$ cat config.mk
export PLATFORM = sky130hd
export DESIGN_NAME = modular_exponentiation
export DESIGN_NICKNAME = d
export VERILOG_FILES = /design/src/mexp_pkg.sv /design/src/modular_exponentiation.sv
export SDC_FILE = /design/constraint.sdc
export NUM_CORES = 2
export LEC_CHECK = 0
export ABC_AREA = 1
export BUFFER_PORTS_ARGS = -buffer_cell sky130_fd_sc_hd__buf_2
export CAP_MARGIN = 20
export CELL_PAD_IN_SITES_DETAIL_PLACEMENT = 1
export CELL_PAD_IN_SITES_GLOBAL_PLACEMENT = 2
export CORE_ASPECT_RATIO = 0.8
export CORE_UTILIZATION = 35
export DETAILED_ROUTE_END_ITERATION = 8
export PLACE_DENSITY_LB_ADDON = 0.12
export SLEW_MARGIN = 10
export SYNTH_ARGS = -nofsm -noshare
export SYNTH_HDL_FRONTEND = slang
export SYNTH_SLANG_ARGS = --single-unit
$ cat constraint.sdc
create_clock -name i_clk -period 15.3 [get_ports i_clk]
set_input_delay 0.765 -clock i_clk [delete_from_list [all_inputs] [get_ports i_clk]]
set_output_delay 0.765 -clock i_clk [all_outputs]
set_load 0.01 [all_outputs]
$ cat src/mexp_pkg.sv
// Package for the modular exponentiation block.
// Holds the default datapath width and the modulus reset value; no dependencies.
`default_nettype none

package mexp_pkg;

    localparam int WORD_BITS_DEFAULT = 64;

    // Modulus after reset, truncated to the datapath width where it is used
    localparam logic [63:0] MOD_RESET = 64'd1000000007;

endpackage : mexp_pkg

`default_nettype wire

$ cat src/modular_exponentiation.sv
// Modular exponentiation: base^exponent mod modulus, right-to-left square-and-multiply.
// Bit-serial multipliers first reduce the base, then work through the exponent one bit at a time.
// A new item is not taken while one is busy; the next item is taken at the edge that ends the
// strobe cycle. The receiver cannot stall.
// Synchronous active-low reset idles the block and loads the modulus. Depends on mexp_pkg.
`default_nettype none

module modular_exponentiation #(
    parameter int WORD_BITS = mexp_pkg::WORD_BITS_DEFAULT
) (
    input  wire logic                 i_clk,
    input  wire logic                 i_rst_n,
    // item channel
    input  wire logic                 start,
    output logic                      busy,
    input  wire logic                 i_action,
    input  wire logic [WORD_BITS-1:0] i_base,
    input  wire logic [WORD_BITS-1:0] i_exponent,
    // result
    output logic                      o_done,
    output logic [WORD_BITS-1:0]      o_power_result,
    // modulus write channel
    input  wire logic                 i_cfg_valid,
    output logic                      o_cfg_ready,
    input  wire logic [WORD_BITS-1:0] i_cfg_data
);

    import mexp_pkg::*;

    localparam int CNT_W = $clog2(WORD_BITS);
    localparam logic [CNT_W-1:0] LAST = CNT_W'(WORD_BITS - 1);

    typedef enum logic [1:0] {
        S_IDLE,
        S_REDUCE,   // base mod modulus, computed as base * 1 mod modulus
        S_LOOP      // one square and one multiply per exponent bit, side by side
    } t_state;

    t_state                r_state;
    logic [WORD_BITS-1:0]  r_mod;
    logic                  r_mod_zero;     // no reduction: products wrap
    logic                  r_mod_one;      // 1 mod modulus is 0
    logic [WORD_BITS-1:0]  r_exp;          // effective exponent, shifted right per step
    logic [WORD_BITS-1:0]  r_res;          // running result, starts at 1
    logic [WORD_BITS-1:0]  r_base;         // reduced base, squared per step
    logic [WORD_BITS-1:0]  r_sh_r;         // multiplier bits of the result product
    logic [WORD_BITS-1:0]  r_sh_b;         // multiplier bits of the square / base reduction
    logic [WORD_BITS-1:0]  r_acc_r;
    logic [WORD_BITS-1:0]  r_acc_b;
    logic [CNT_W-1:0]      r_bit_cnt;
    logic [CNT_W-1:0]      r_step_cnt;

    logic [WORD_BITS-1:0]  n_acc_r;
    logic [WORD_BITS-1:0]  n_acc_b;
    logic [WORD_BITS-1:0]  n_res;
    logic [WORD_BITS-1:0]  w_addend_b;
    logic [WORD_BITS-1:0]  w_one;

    // One interleaved step: (2*acc + bit*add) mod m, with acc, add below m.
    // The sum stays below 3m, so one of three candidates is the answer.
    function automatic logic [WORD_BITS-1:0] f_mod_step(
        input logic [WORD_BITS-1:0] acc,
        input logic                 mbit,
        input logic [WORD_BITS-1:0] add,
        input logic [WORD_BITS-1:0] m,
        input logic                 m_zero
    );
        logic [WORD_BITS+1:0] t;
        logic [WORD_BITS+1:0] t1;
        logic [WORD_BITS+1:0] t2;
        logic [WORD_BITS+1:0] m1;
        logic [WORD_BITS+1:0] m2;
        t  = {1'b0, acc, 1'b0} + (mbit ? {2'b00, add} : '0);
        m1 = {2'b00, m};
        m2 = {1'b0, m, 1'b0};
        t1 = t - m1;
        t2 = t - m2;
        if (m_zero) begin
            return t[WORD_BITS-1:0];
        end else if (t >= m2) begin
            return t2[WORD_BITS-1:0];
        end else if (t >= m1) begin
            return t1[WORD_BITS-1:0];
        end
        return t[WORD_BITS-1:0];
    endfunction

    assign w_one      = r_mod_one ? '0 : WORD_BITS'(1);
    assign w_addend_b = (r_state == S_REDUCE) ? w_one : r_base;

    assign n_acc_r = f_mod_step(r_acc_r, r_sh_r[WORD_BITS-1], r_base, r_mod, r_mod_zero);
    assign n_acc_b = f_mod_step(r_acc_b, r_sh_b[WORD_BITS-1], w_addend_b, r_mod, r_mod_zero);

    // Take the product into the result only where the exponent bit is set
    assign n_res = r_exp[0] ? n_acc_r : r_res;

    assign busy        = (r_state != S_IDLE);
    assign o_cfg_ready = 1'b1;

    always_ff @(posedge i_clk) begin
        if (!i_rst_n) begin
            r_state    <= S_IDLE;
            o_done     <= 1'b0;
            r_mod      <= MOD_RESET[WORD_BITS-1:0];
            r_mod_zero <= 1'b0;
            r_mod_one  <= 1'b0;
            r_bit_cnt  <= '0;
            r_step_cnt <= '0;
        end else begin
            o_done <= 1'b0;

            // modulus writes must arrive only while idle; the block itself does not enforce this
            if (i_cfg_valid) begin
                r_mod      <= i_cfg_data;
                r_mod_zero <= (i_cfg_data == '0);
                r_mod_one  <= (i_cfg_data == WORD_BITS'(1));
            end

            unique case (r_state)
                S_IDLE: begin
                    if (start) begin
                        // inverse action: Fermat exponent, wrapping for tiny moduli
                        r_exp     <= i_action ? (r_mod - WORD_BITS'(2)) : i_exponent;
                        r_res     <= WORD_BITS'(1);
                        r_sh_b    <= i_base;
                        r_acc_b   <= '0;
                        r_bit_cnt <= '0;
                        r_state   <= S_REDUCE;
                    end
                end

                S_REDUCE: begin
                    r_acc_b   <= n_acc_b;
                    r_sh_b    <= r_sh_b << 1;
                    r_bit_cnt <= r_bit_cnt + 1'b1;
                    if (r_bit_cnt == LAST) begin
                        // reduced base is ready: load both multipliers for step 0
                        r_base     <= n_acc_b;
                        r_sh_b     <= n_acc_b;
                        r_sh_r     <= r_res;
                        r_acc_b    <= '0;
                        r_acc_r    <= '0;
                        r_bit_cnt  <= '0;
                        r_step_cnt <= '0;
                        r_state    <= S_LOOP;
                    end
                end

                S_LOOP: begin
                    r_acc_r   <= n_acc_r;
                    r_acc_b   <= n_acc_b;
                    r_sh_r    <= r_sh_r << 1;
                    r_sh_b    <= r_sh_b << 1;
                    r_bit_cnt <= r_bit_cnt + 1'b1;
                    if (r_bit_cnt == LAST) begin
                        // end of one exponent bit: commit product and square
                        r_res      <= n_res;
                        r_base     <= n_acc_b;
                        r_sh_r     <= n_res;
                        r_sh_b     <= n_acc_b;
                        r_acc_r    <= '0;
                        r_acc_b    <= '0;
                        r_exp      <= r_exp >> 1;
                        r_bit_cnt  <= '0;
                        r_step_cnt <= r_step_cnt + 1'b1;
                        if (r_step_cnt == LAST) begin
                            o_power_result <= n_res;
                            o_done         <= 1'b1;
                            r_state        <= S_IDLE;
                        end
                    end
                end
            endcase
        end
    end

    // the strobe comes only once the block has gone idle
    a_done_idle: assert property (@(posedge i_clk) disable iff (!i_rst_n)
        o_done |-> !busy)
        else $error("result strobe while busy");

    // an accepted item always starts work
    a_accept_busy: assert property (@(posedge i_clk) disable iff (!i_rst_n)
        (start && !busy) |=> busy)
        else $error("accepted item did not start");

    // one strobe per item, never two in a row
    a_done_single: assert property (@(posedge i_clk) disable iff (!i_rst_n)
        o_done |=> !o_done)
        else $error("result strobe longer than one cycle");

    // the addend of both multipliers stays reduced
    a_base_reduced: assert property (@(posedge i_clk) disable iff (!i_rst_n)
        (r_state == S_LOOP && !r_mod_zero) |-> (r_base < r_mod))
        else $error("base not reduced below modulus");

    // the accumulators stay reduced during a multiplication
    a_acc_reduced: assert property (@(posedge i_clk) disable iff (!i_rst_n)
        (r_state == S_LOOP && !r_mod_zero) |-> (r_acc_r < r_mod && r_acc_b < r_mod))
        else $error("accumulator not reduced below modulus");

endmodule : modular_exponentiation

`default_nettype wire
==> impl_metrics.toml <==
[sta]
fmax_ghz = 0.107
maxSlewViolCount = 0
maxSlewHeadroom_pct = 22.5
whs_ns = 0.331
tns_ns = 0
fin_skew_ns = 0.0579
layout_worst_path_cycle_share_pct = 61.3
hold_viol = 0
rsz0062_at_grt = "false"
worst_slew_pin_slew_ns = 1.15
setup_viol = 0
fin_crit_ns = 9.38

[synthesis]
synthXorXnorAreaFrac_pct = 4.58
yosysSeqAreaShare_pct = 28.3
synth_compound_area_share_pct = 14.3
synth_top_area_share_pct = 25.6
syn_area_sq_mm = 0.0600
synthSimpleGateAreaFrac_pct = 33.6
synth_top_family_by_area = "simple AND/OR/NAND/NOR gates"
ys_ff_latch = 593
synth.area.top_cells = "edfxtp_1, nand2_1, inv_1"
syn_nets = 10100
synthAdderAreaFrac_pct = 8.29
ys.flop_type = "edfxtp_1"
ys_types = 64
synth_edf_count = 512
avgSynthCellArea_sq_um = 6.32
async_flop_share_pct = 0
yosysTopAreaCell = "edfxtp_1"
netlist_instances = 9488
ys_top_cells_by_count = "nand2_1, inv_1, nor2_1, a21oi_1, nand3_1"
yosys_warnings = 0
synthMuxAreaShare_pct = 0
yosysMostFrequentCell = "nand2_1"

[job]
max-cap-violations = 0

[worst_setup_path]
regToRegSetupSlack_ns = 5.92
worstReg2RegStart = "r_state[1]"
critPathKind = "flop to flop"
start_kind = "flop"
cp_max_fo = 78
reg2reg_to = "r_acc_b[39]"
r2r_cells = 40
worst_setup_path_end_kind = "flop"
cp_data_arrival_time_ns = 9.80
cpPeakStageDelay_ns = 0.70
cp-startpoint = "r_state[1]"
slowest_stage = "buf_4"
crit_top_cell = "nand2_1"
worstPathRequired_ns = 15.72
endpoint = "r_acc_b[39]"

[clock_network]
clock_sinks = 593
clockRootBuffer = "clkbuf_16"
htree_levels = 3
postCtsSetupBuffers = 0
numCtsBuffers = 69
cts_hold_repair.buffers = 0
path_clk_slew_ns = 0.06
clock_latency_ns = 0.74
cts_buffer_depth = 3
cts_tree = "built"
cts_resized = 0

[die]
io_pins = 264
start_util_pct = 35.3
die_h_um = 372
die_w_um = 465
rows = 135
dieArea_sq_mm = 0.173
core_sq_mm = 0.170

[final_layout]
layout.nets = 10300
drive_above_1_share_pct = 6.00
fin_util_pct = 39.2
fin_area_sq_mm = 0.0666
areaGrowthSynthToFinish_pct = 11.0

[status]
violations = "DRC"
status = "complete, but fails checks"

[grt]
grt.met2_usage_pct = 60.3
track_usage_pct = 39.2
grt_pass1_wl_um = 482000
antenna_found_initial = 41
use_met1_pct = 51.2
busiest_layer = "met2"
grt_overflow = 0
grt.met3_usage_pct = 8.65
grt_max_degree = 109
grt_pass1_vias = 65600

[placed_design]
gp_congestion = 1.06
place.port_buffers = 262
dp_hpwl_um = 294000
place_area_sq_mm = 0.0643

[route]
wl_per_cell_um = 28.8
drtIter0Drc = 6795
drc = 15
drt_pass1_iterations = 8
postRouteAntennaNets = 0
via_per_inst = 5.58
dr_total_vias = 67400
wirelength_um = 348000

[worst_hold_path]
hold_class = "input port to flop"
hp-start = "i_cfg_data[15]"
[metrics by stage]
step	setup slack (ns)	std cells
2_1_floorplan	2.22	9488
3_3_place_gp	6.50	11900
3_5_place_dp	6.20	11900
4_1_cts	6.16	12100
5_1_grt	5.34	12100
6_report	5.92	12100
[state kept, by name, summed over array words and instances, names as in the netlist]
name	cells
o_done	1
o_power_result	64
r_acc_b	64
r_acc_r	64
r_base	64
r_bit_cnt	6
r_exp	64
r_mod	64
r_mod_one	1
r_mod_zero	1
r_res	64
r_sh_b	64
r_sh_r	64
r_state	2
r_step_cnt	6
[worst max-delay path, delay by kind of cell (launching register included)]
family                   cells  cell delay [ns]
AO/OA/AOI/OAI                7             1.87
flip-flops                   1             0.38
buffers and inverters        8             2.33
adder cells (fa/ha/maj)      4             1.26
AND/OR/NAND/NOR             21             3.03
[layout by cell type (no fill, tap or decap), types with 112 or more instances in the layout]
cell type  instances
buf_2            262
ha_1             386
a21oi_1          706
edfxtp_1         512
nor2_1          1161
nand3_1          607
o21ai_0          534
nand2_1         2811
inv_1           1472
buf_4            136
nand4_1          112
xor2_1           255
[cell type report]
| type | count | area (sq um) |
|---|---|---|
| Clock inverter | 38 | 482 |
| Clock buffer | 86 | 1810 |
| Antenna cell | 11 | 27.5 |
| Timing Repair Buffer | 398 | 2330 |
| Fill cell | 22600 | 103000 |
| Sequential cell | 593 | 17000 |
| Multi-Input combinational cell | 7197 | 36500 |
| Tap cell | 2260 | 2830 |
| Inverter | 1486 | 5580 |
[layer usage]
| metal | share of wire, % | wire length [um] | up-vias |
|---|---|---|---|
| li1 | - | - | 31200 |
| met1 | 43 | 150000 | 33000 |
| met2 | 43 | 149000 | 2618 |
| met3 | 8.4 | 29100 | 566 |
| met4 | 6.0 | 20700 | 26 |
| met5 | 0.051 | 176 | - |
[how the worst min path moves through the flow]
stage / to / cells past startpoint
CTS: r_mod[9] / 3
global placement: r_bit_cnt[4] / 2
floorplan: r_bit_cnt[4] / 2
finish: r_mod[15] / 3
global route: r_mod[9] / 3
detailed placement: r_bit_cnt[4] / 2
[cell families (layout without fill, tap and decap cells)]
| kind of cell | count (synthesis) | in the layout |
|---|---|---|
| and+or+nand+nor | 4928 | 4928 |
| xor gates and xnor gates | 314 | 314 |
| DFF | 593 | 593 |
| buffers and inverters | 1698 | 2008 |
| other | 1 | 12 |
| AOI/OAI and AO/OA | 1560 | 1560 |
| adders and majority gates | 394 | 394 |
Power is not shown: default switching activity piles up to over one toggle a cycle in this logic, so the estimate is an artifact.
